File: config.mk
export PLATFORM = sky130hd
export DESIGN_NAME = motor_speed_ramp_top
export DESIGN_NICKNAME = d
export VERILOG_FILES = /design/src/rtl/core/msr_pkg.sv /design/src/rtl/core/motor_speed_ramp_top.sv
export SDC_FILE = /design/constraint.sdc
export NUM_CORES = 2
export LEC_CHECK = 0
export BUFFER_PORTS_ARGS = -buffer_cell sky130_fd_sc_hd__buf_2
export CAP_MARGIN = 10
export CELL_PAD_IN_SITES_DETAIL_PLACEMENT = 2
export CELL_PAD_IN_SITES_GLOBAL_PLACEMENT = 2
export CORE_MARGIN = 5
export CORE_UTILIZATION = 46
export CTS_CLUSTER_DIAMETER = 40
export DETAILED_ROUTE_END_ITERATION = 12
export PLACE_DENSITY_LB_ADDON = 0.1
export SYNTH_ARGS = -nofsm -noshare
export SYNTH_HDL_FRONTEND = slang
export SYNTH_SLANG_ARGS = --single-unit
File: constraint.sdc
create_clock -name aclk -period 15.6 [get_ports aclk]
set_clock_uncertainty 0.2 [all_clocks]
set_input_delay 0 -clock aclk [delete_from_list [all_inputs] [get_ports aclk]]
set_output_delay 0 -clock aclk [all_outputs]
set_load 0.02 [all_outputs]
File: src/rtl/core/msr_pkg.sv
package msr_pkg;

    localparam int SPD_W   = 15;
    localparam int RATE_W  = 17;
    localparam int US_W    = 20;
    localparam int DUTY_W  = 8;
    localparam int STEP_W  = 14;
    localparam int PCT_W   = 7;
    localparam int ADDR_W  = 4;
    localparam int DATA_W  = 32;

    localparam logic signed [SPD_W-1:0] SPEED_LIMIT = 15'sd10000;
    localparam logic signed [15:0]      SNAP_BAND   = 16'sd50;
    localparam logic [13:0]             MOVING_BAND = 14'd10;
    localparam logic [US_W-1:0]         TICK_MAX_US = 20'd100000;

    // 1e6 = 64 * 15625; floor(x / 15625) = (x * RECIP_15625) >> 42 for x < 2**28
    localparam logic [28:0] RECIP_15625 = 29'd281474977;
    localparam int          RECIP_15625_SH = 42;
    // floor(x / 100) = (x * RECIP_100) >> 21 for x < 2**14
    localparam logic [14:0] RECIP_100 = 15'd20972;
    localparam int          RECIP_100_SH = 21;

    localparam int DUTY_FULL = 255;
    localparam int PCT_DIV   = 100;

    typedef enum logic [2:0] {
        KIND_TICK   = 3'd0,
        KIND_TARGET = 3'd1,
        KIND_IMMED  = 3'd2,
        KIND_STOP   = 3'd3,
        KIND_BRAKE  = 3'd4
    } kind_t;

    typedef enum logic [1:0] {
        REG_ENABLE  = 2'd0,
        REG_REVERSE = 2'd1,
        REG_ACCEL   = 2'd2,
        REG_DECEL   = 2'd3
    } reg_idx_t;

    typedef logic [DUTY_W-1:0] duty_lut_t [2**PCT_W];

    function automatic duty_lut_t build_duty_lut();
        duty_lut_t lut;
        int v;
        for (int i = 0; i < 2**PCT_W; i++) begin
            v = (i * DUTY_FULL) / PCT_DIV;
            lut[i] = (v > DUTY_FULL) ? DUTY_W'(DUTY_FULL) : DUTY_W'(v);
        end
        return lut;
    endfunction

    localparam duty_lut_t DUTY_LUT = build_duty_lut();

endpackage

File: src/rtl/core/motor_speed_ramp_top.sv
// Slew-rate limited motor speed with PWM duty and direction outputs. Takes one
// command beat per cycle unless backpressure holds the pipeline, and returns
// one result beat per command on the m_ side, through registered stages: the
// accel/decel step is formed by a rate-times-microseconds multiplier stage
// and a reciprocal divide-by-1e6 stage, then the speed state is updated in a
// single stage, and the duty lookup fills the output register.
// Backpressure stalls only the stages that are full. Configuration registers
// (enable, reverse_dir, accel_rate, decel_rate at 0x0, 0x4, 0x8, 0xC) should be
// written only while no commands are in flight.
module motor_speed_ramp_top (
    input  logic                                aclk,
    input  logic                                aresetn,
    input  logic                                s_valid,
    output logic                                s_ready,
    input  logic [2:0]                          s_kind,
    input  logic signed [msr_pkg::SPD_W-1:0]    s_speed_value,
    input  logic [msr_pkg::US_W-1:0]            s_elapsed_us,
    output logic                                m_valid,
    input  logic                                m_ready,
    output logic [msr_pkg::DUTY_W-1:0]          m_pwm_duty,
    output logic                                m_direction,
    output logic                                m_moving,
    output logic signed [msr_pkg::SPD_W-1:0]    m_speed_now,
    input  logic                                psel,
    input  logic                                penable,
    input  logic                                pwrite,
    input  logic [msr_pkg::ADDR_W-1:0]          paddr,
    input  logic [msr_pkg::DATA_W-1:0]          pwdata,
    output logic [msr_pkg::DATA_W-1:0]          prdata,
    output logic                                pready
);
    import msr_pkg::*;

    // config
    logic              en_reg;
    logic              rev_reg;
    logic [RATE_W-1:0] accel_reg;
    logic [RATE_W-1:0] decel_reg;
    logic              cfg_wr;
    reg_idx_t          cfg_idx;

    assign pready  = 1'b1;
    assign cfg_wr  = psel & penable & pwrite;
    assign cfg_idx = reg_idx_t'(paddr[3:2]);

    always_ff @(posedge aclk) begin
        if (!aresetn) begin
            en_reg    <= 1'b0;
            rev_reg   <= 1'b0;
            accel_reg <= 17'd5000;
            decel_reg <= 17'd5000;
        end else if (cfg_wr) begin
            case (cfg_idx)
                REG_ENABLE:  en_reg    <= pwdata[0];
                REG_REVERSE: rev_reg   <= pwdata[0];
                REG_ACCEL:   accel_reg <= pwdata[RATE_W-1:0];
                REG_DECEL:   decel_reg <= pwdata[RATE_W-1:0];
                default:     en_reg    <= en_reg;
            endcase
        end
    end

    always_comb begin
        case (cfg_idx)
            REG_ENABLE:  prdata = {{(DATA_W-1){1'b0}}, en_reg};
            REG_REVERSE: prdata = {{(DATA_W-1){1'b0}}, rev_reg};
            REG_ACCEL:   prdata = {{(DATA_W-RATE_W){1'b0}}, accel_reg};
            REG_DECEL:   prdata = {{(DATA_W-RATE_W){1'b0}}, decel_reg};
            default:     prdata = '0;
        endcase
    end

    // pipeline control
    logic v1_reg, v2_reg, v3_reg, v4_reg;
    logic ld1, ld2, ld3, ld4;

    assign ld4     = !v4_reg || m_ready;
    assign ld3     = !v3_reg || ld4;
    assign ld2     = !v2_reg || ld3;
    assign ld1     = !v1_reg || ld2;
    assign s_ready = ld1;
    assign m_valid = v4_reg;

    always_ff @(posedge aclk) begin
        if (!aresetn) begin
            v1_reg <= 1'b0;
            v2_reg <= 1'b0;
            v3_reg <= 1'b0;
            v4_reg <= 1'b0;
        end else begin
            if (ld1) v1_reg <= s_valid;
            if (ld2) v2_reg <= v1_reg;
            if (ld3) v3_reg <= v2_reg;
            if (ld4) v4_reg <= v3_reg;
        end
    end

    // stage 1: clamp, tick check, rate * us
    logic [2:0]              kind1_reg;
    logic signed [SPD_W-1:0] req1_reg;
    logic                    tick_ok1_reg;
    logic [33:0]             prod_a1_reg;
    logic [33:0]             prod_d1_reg;
    logic signed [SPD_W-1:0] req_clamped;

    always_comb begin
        if (s_speed_value > SPEED_LIMIT) begin
            req_clamped = SPEED_LIMIT;
        end else if (s_speed_value < -SPEED_LIMIT) begin
            req_clamped = -SPEED_LIMIT;
        end else begin
            req_clamped = s_speed_value;
        end
    end

    always_ff @(posedge aclk) begin
        if (ld1 && s_valid) begin
            kind1_reg    <= s_kind;
            req1_reg     <= req_clamped;
            tick_ok1_reg <= (s_elapsed_us != '0) && (s_elapsed_us <= TICK_MAX_US);
            prod_a1_reg  <= 34'(accel_reg) * 34'(s_elapsed_us[16:0]);
            prod_d1_reg  <= 34'(decel_reg) * 34'(s_elapsed_us[16:0]);
        end
    end

    // stage 2: divide by 1e6 through reciprocal
    logic [2:0]              kind2_reg;
    logic signed [SPD_W-1:0] req2_reg;
    logic                    tick_ok2_reg;
    logic [STEP_W-1:0]       step_a2_reg;
    logic [STEP_W-1:0]       step_d2_reg;
    logic [56:0]             qa_prod;
    logic [56:0]             qd_prod;

    assign qa_prod = 57'(prod_a1_reg[33:6]) * 57'(RECIP_15625);
    assign qd_prod = 57'(prod_d1_reg[33:6]) * 57'(RECIP_15625);

    always_ff @(posedge aclk) begin
        if (ld2 && v1_reg) begin
            kind2_reg    <= kind1_reg;
            req2_reg     <= req1_reg;
            tick_ok2_reg <= tick_ok1_reg;
            step_a2_reg  <= qa_prod[RECIP_15625_SH+STEP_W-1:RECIP_15625_SH];
            step_d2_reg  <= qd_prod[RECIP_15625_SH+STEP_W-1:RECIP_15625_SH];
        end
    end

    // stage 3: speed state update
    logic signed [SPD_W-1:0] cur_reg, cur_next;
    logic signed [SPD_W-1:0] tgt_reg, tgt_next;
    logic                    brk_reg, brk_next;
    logic signed [SPD_W-1:0] spd3_reg;
    logic                    drive3_reg;
    logic signed [15:0]      cur_x, tgt_x, diff, up_sum, dn_sum;
    logic signed [SPD_W-1:0] tick_spd;

    assign cur_x  = {cur_reg[SPD_W-1], cur_reg};
    assign tgt_x  = {tgt_reg[SPD_W-1], tgt_reg};
    assign diff   = tgt_x - cur_x;
    assign up_sum = cur_x + $signed({2'b00, step_a2_reg});
    assign dn_sum = cur_x - $signed({2'b00, step_d2_reg});

    always_comb begin
        if ((diff < SNAP_BAND) && (diff > -SNAP_BAND)) begin
            tick_spd = tgt_reg;
        end else if (diff > 16'sd0) begin
            tick_spd = (up_sum > tgt_x) ? tgt_reg : up_sum[SPD_W-1:0];
        end else begin
            tick_spd = (dn_sum < tgt_x) ? tgt_reg : dn_sum[SPD_W-1:0];
        end
    end

    always_comb begin
        cur_next = cur_reg;
        tgt_next = tgt_reg;
        brk_next = brk_reg;
        case (kind_t'(kind2_reg))
            KIND_TICK: begin
                if (en_reg && tick_ok2_reg) begin
                    cur_next = tick_spd;
                    brk_next = 1'b0;
                end
            end
            KIND_TARGET: begin
                tgt_next = req2_reg;
            end
            KIND_IMMED: begin
                tgt_next = req2_reg;
                cur_next = req2_reg;
                brk_next = 1'b0;
            end
            KIND_STOP: begin
                tgt_next = '0;
            end
            KIND_BRAKE: begin
                tgt_next = '0;
                cur_next = '0;
                brk_next = 1'b1;
            end
            default: begin
                cur_next = cur_reg;
            end
        endcase
    end

    always_ff @(posedge aclk) begin
        if (!aresetn) begin
            cur_reg <= '0;
            tgt_reg <= '0;
            brk_reg <= 1'b0;
        end else if (ld3 && v2_reg) begin
            cur_reg <= cur_next;
            tgt_reg <= tgt_next;
            brk_reg <= brk_next;
        end
    end

    always_ff @(posedge aclk) begin
        if (ld3 && v2_reg) begin
            spd3_reg   <= cur_next;
            drive3_reg <= en_reg & ~brk_next;
        end
    end

    // stage 4: outputs
    logic [SPD_W-1:0]  abs_full;
    logic [13:0]       mag4;
    logic [28:0]       pct_prod;
    logic [PCT_W-1:0]  pct;
    logic [DUTY_W-1:0] duty_reg;
    logic              dir_reg;
    logic              moving_reg;
    logic signed [SPD_W-1:0] speed_reg;

    assign abs_full = spd3_reg[SPD_W-1] ? SPD_W'(-spd3_reg) : SPD_W'(spd3_reg);
    assign mag4     = abs_full[13:0];
    assign pct_prod = 29'(mag4) * 29'(RECIP_100);
    assign pct      = pct_prod[RECIP_100_SH+PCT_W-1:RECIP_100_SH];

    always_ff @(posedge aclk) begin
        if (ld4 && v3_reg) begin
            duty_reg   <= drive3_reg ? DUTY_LUT[pct] : '0;
            dir_reg    <= drive3_reg & (~spd3_reg[SPD_W-1] ^ rev_reg);
            moving_reg <= mag4 > MOVING_BAND;
            speed_reg  <= spd3_reg;
        end
    end

    assign m_pwm_duty  = duty_reg;
    assign m_direction = dir_reg;
    assign m_moving    = moving_reg;
    assign m_speed_now = speed_reg;

endmodule

# ---- Word level (Yosys, flattened, before mapping)
# Memory sizes are Yosys's and may differ from the RTL's. A register that Yosys moved wholly into a read port is not among the register bits.
# Cells that the tools add are included.
dict set report totals {
  mem_bits_ro 1024
  ramBits 0
  latchBits 0
  ff_bits 238
  inputBits 81
  n_memories 1
  out_inout_bits 60
}
dict set report op_classes {
  bitwise 8
  muxes 12
  addsub 4
  shift 0
  magnitude_cmp 9
  n_reduce_logical 28
  multipliers 5
  n_div 0
  n_eq_ne 7
}
# memory words width read_ports rd_ports_with_merged_regs wr line
set mem_list {}
lappend mem_list {{(no name shown)} 128 8 1 1 0 motor_speed_ramp_top.sv:242} ;# duty_reg <= drive3_reg ? DUTY_LUT[pct] : '0;
# operator count
set op_table {}
lappend op_table {{$pmux W32 S4} 1}
lappend op_table {{$mul A28 B29 Y56 const B} 2}
lappend op_table {{$mux W15} 6}
lappend op_table {{$mul A17 B17 Y34} 2}
lappend op_table {{$pmux W15 S3} 1}
lappend op_table {{$sub A15 B15 Y16} 2}
lappend op_table {{$pmux W15 S2} 1}
lappend op_table {{$mul A14 B13 Y26 const B} 1}
lappend op_table {{$le A20 B17 Y1 const B} 1}
lappend op_table {{$reduce_bool A20 Y1} 1}
lappend op_table {{$add A15 B15 Y16} 1}
lappend op_table {{$gt A16 B1 Y1 const B} 1}
lappend op_table {{$gt A16 B15 Y1} 1}
lappend op_table {{$gt A16 B7 Y1 const B} 1}
lappend op_table {{$lt A16 B15 Y1} 1}
lappend op_table {{$lt A16 B7 Y1 const B} 1}
lappend op_table {{$gt A15 B15 Y1 const B} 1}
lappend op_table {{$lt A15 B15 Y1 const B} 1}
lappend op_table {{$gt A14 B4 Y1 const B} 1}
lappend op_table {{$mux W14} 1}
lappend op_table {{$neg A14 Y14} 1}
lappend op_table {{$reduce_and A2 Y1} 5}
lappend op_table {{$not A7 Y8} 1}
lappend op_table {{$logic_and A1 B1 Y1} 7}
lappend op_table {{16 further kinds} 31}

# ---- Longest topological paths before layout
dict set report depth {
  depth_word 7
  depth_mapped 36
  mapped_depth_nobuf 35
}

# ---- Worst setup path before layout
# OpenSTA, ideal clock, no wires.
dict set report synth_timing {
  path_type {register to register}
  start {register spd3_reg[0]}
  end {register duty_reg[4] (netlist: m_pwm_duty[4]) (data pin)}
  path_stages_with_launch 33
  period_less_slack_ps 8445
  setup_time_ps 270
  slack_ps 7155
  arrival_time_ps 7975
  path_cell_list {edfxtp_1 > inv_1 > ha_1 > nand2_1 > or3_1 > or3_1 > o31ai_1 > xor2_1 > inv_1 > ha_1 > o21bai_1 > ha_1 > inv_1 > fa_1 > inv_1 > fa_1 > inv_1 > fa_1 > inv_1 > ha_1 > nor2b_1 > or3_1 > or3_1 > a211o_1 > clkbuf_1 > xnor2_1 > inv_1 > buf_2 > buf_1 > ha_1 > o221a_2 > a2111oi_0 > nor4b_1}
}
dict set report synth_via {
  elab_chain_len 4
}
# item line
set synth_rtl {}
lappend synth_rtl {{start, declared} motor_speed_ramp_top.sv:152} ;# logic signed [SPD_W-1:0] spd3_reg;
lappend synth_rtl {{start signal, assigned} motor_speed_ramp_top.sv:220} ;# spd3_reg <= cur_next;
lappend synth_rtl {{$neg A14 Y14} motor_speed_ramp_top.sv:235} ;# assign abs_full = spd3_reg[SPD_W-1] ? SPD_W'(-spd3_reg) : SPD_W'(spd3_reg);
lappend synth_rtl {{$mux W14 *} motor_speed_ramp_top.sv:235}
lappend synth_rtl {{$mul A14 B13 Y26 *} motor_speed_ramp_top.sv:237} ;# assign pct_prod = 29'(mag4) * 29'(RECIP_100);
lappend synth_rtl {{$not A7 Y8 (not written as such) *} motor_speed_ramp_top.sv:242}
lappend synth_rtl {{end, declared} motor_speed_ramp_top.sv:230} ;# logic [DUTY_W-1:0] duty_reg;
# Every way passes the cells marked *; elsewhere a longest branch is shown, timed or not.
# A chain may end at the register's enable or synchronous reset.

# ---- Final worst setup path
# Ends and elaborated chain as after synthesis.

==> flow_summary.toml <==
[floorplan]
core.rowCount = 130
initial_utilization = 0.4626
die_y_um = 365.1
die_area_sq_mm = 0.1333
core_area_sq_mm = 0.1254
pin_count = 141
die_w_um = 365.1

[cts]
numCtsBuffers = 51
clockBufferDepth = 3
post_cts_buffers = 0
ctsHoldBuffers = 66
cts_max_level = 2
clk_latency_ns = 0.67
clk_pin_slew_ns = 0.06
cts_tree = "built"
cts.sinks = 234
ctsResizeCount = 0
ctsRootBufferMaster = "clkbuf_16"

[critical_path]
reg2reg_slack_ns = 5.32
crit_type = "flip-flop to flip-flop"
critical-path-max-stage-delay_ns = 0.71
end_kind = "flip-flop"
path_max_fanout = 24
cp_slowest_cell = "xor2_1"
crit_top_cell = "inv_1"
cp.arrival_ns = 10.42
critPathRequiredTime_ns = 15.74
start_kind = "flip-flop"

[job]
drv_cap = 0

[route]
dr_total_vias = 46420
drc = 0
dr.pass1.iters = 6
drt_iter0_markers = 2606
ant_nets = 0
wl_um = 236500
drt-wirelength-per-cell_um = 29.68
vias_per_cell = 5.825

[synthesis]
synth_top_area_frac = 0.3541
synth_compound_area_frac = 0.08280
avgSynthCellArea_sq_um = 9.373
synthXorXnorAreaFrac = 0.02219
synth_top_family_by_area = "adder cells"
synth_seq_cells = 234
synthArstFlopShare = 0
synth-adder-area-share = 0.5563
synth_area_sq_mm = 0.05801
ys_warn_count = 0
yosys-top-cells-area = "fa_1, ha_1, inv_1, edfxtp_1, nand2_1"
synthSimpleGateAreaFrac = 0.1030
synth_cell_type_count = 100
synth_edf_count = 163
synth-seq-area-share = 0.1089
synth.most_common_cell = "inv_1"
syn_inst = 6189
synthFlopType = "edfxtp_1"
netlist_top_cells_count = "inv_1, fa_1, ha_1"
synth.largest_area_cell = "fa_1"
synth_mux_area_frac = 0.004896

[global_routing]
grt_pass1_wl_um = 354400
antenna_found_initial = 10
grt.overflow.total = 0
grt_use_total = 0.3554
grt_pass1_vias = 56370
grt_max_degree = 74

[cells_and_area]
final_nets = 8316
fill_cells = 13210
drive_gt1_frac = 0.04766
fin_cells = 7969
syn2layout_area_growth_pct = 8.039
multi_input_area_sq_mm = 0.04472
seq_area_sq_mm = 0.006316
design_area_sq_mm = 0.06267

[sta]
drv_slew = 0
grt_setup_unrepaired = "false"
period_needed_ns = 10.28
tightest_slew_ns = 1.226
fmax_ghz = 0.09730
finalCritPeriodShare = 0.6588
setup_viol = 0
timing.final.ws_setup_ns = 5.322
max_slew_margin = 0.1816
finalHoldViolations = 0
setup-tns-final_ns = 0

[place]
gp_congestion = 0.9025
preCtsSetupSlack_ns = 5.539
port_buffers = 107
place_area_sq_mm = 0.06023
hpwl_um = 170100
dp.cells = 7803

[outcome]
outcome = "completed"

[min_path]
holdCritPathClass = "input port to flip-flop"
==> logic make-up after synthesis <==
family,Yosys count
adder cells (fa/ha/maj),1964
flip-flops,234
AO/OA/AOI/OAI,696
multiplexers,27
other,2
buffers and inverters,1858
XOR/XNOR,147
AND/OR/NAND/NOR,1261
==> metal layers <==
| metal | track usage | vias up | routed length, um |
|---|---|---|---|
| met5 | 0 | - | 75 |
| met3 | 0.05290 | 872 | 12080 |
| met4 | 0.2191 | 6 | 17430 |
| met1 | 0.3919 | 24360 | 86560 |
| li1 | - | 19400 | - |
| met2 | 0.6448 | 1780 | 120400 |
==> cell usage in the layout (no fill, tap or decap), types with 19 or more instances in the layout <==
cell and count:
a211oi_1 34, a21boi_0 47, a21o_1 88, a21oi_1 157, a31oi_1 19, and2_1 201
and3_1 25, buf_2 107, buf_4 57, clkbuf_16 51, dfxtp_1 71, dlygate4sd3_1 66
edfxtp_1 163, fa_1 1026, ha_1 936, inv_1 1641, mux2i_1 25, nand2_1 598
nand2b_1 21, nand3_1 66, nand4_1 24, nor2_1 143, nor2b_1 45, nor3_1 54
o211ai_1 28, o21a_1 41, o21ai_0 114, xnor2_1 93, xor2_1 53
==> layout make-up <==
type / instances / share of cell area
multi-input cells: 4111 / 0.7135
flip-flops and latches: 234 / 0.1008
inverters: 1644 / 0.09846
well taps: 1650 / 0.03294
repair buffers: 231 / 0.02609
clock buffers: 62 / 0.02150
clock inverters: 33 / 0.006568
diodes: 4 / 0.0001597
==> path summary, 6_finish.rpt <==
path              cells past startpoint        start             to
setup / recovery                     30  spd3_reg[0]  m_pwm_duty[4]
hold / removal                        4   pwdata[16]  decel_reg[16]
setup reg to reg                     30  spd3_reg[0]  m_pwm_duty[4]
hold reg to reg                       0  req1_reg[8]    req2_reg[8]
==> worst max-delay path, delay by kind of cell, from the launching register on <==
kind / cells / cell delay, ns
xor gates and xnor gates: 2 / 0.87
adders and majority gates: 8 / 3.09
and+or+nand+nor: 7 / 1.99
AOI/OAI and AO/OA: 5 / 1.79
buffers and inverters: 8 / 1.42
DFF: 1 / 0.57
==> stage by stage <==
step | hold WS, ns | utilization
after CTS | 0.0004145 | 0.4996
after floorplan | -0.1011 | -
after global routing | 0.01577 | 0.4997
after global placement | -0.01278 | 0.4803
after detailed placement | -0.01717 | 0.4803
final | 0.01447 | 0.4997
Power is left out: the tool's default activity adds up to more than one toggle a clock period on the data nets, which glitch-free logic cannot reach.
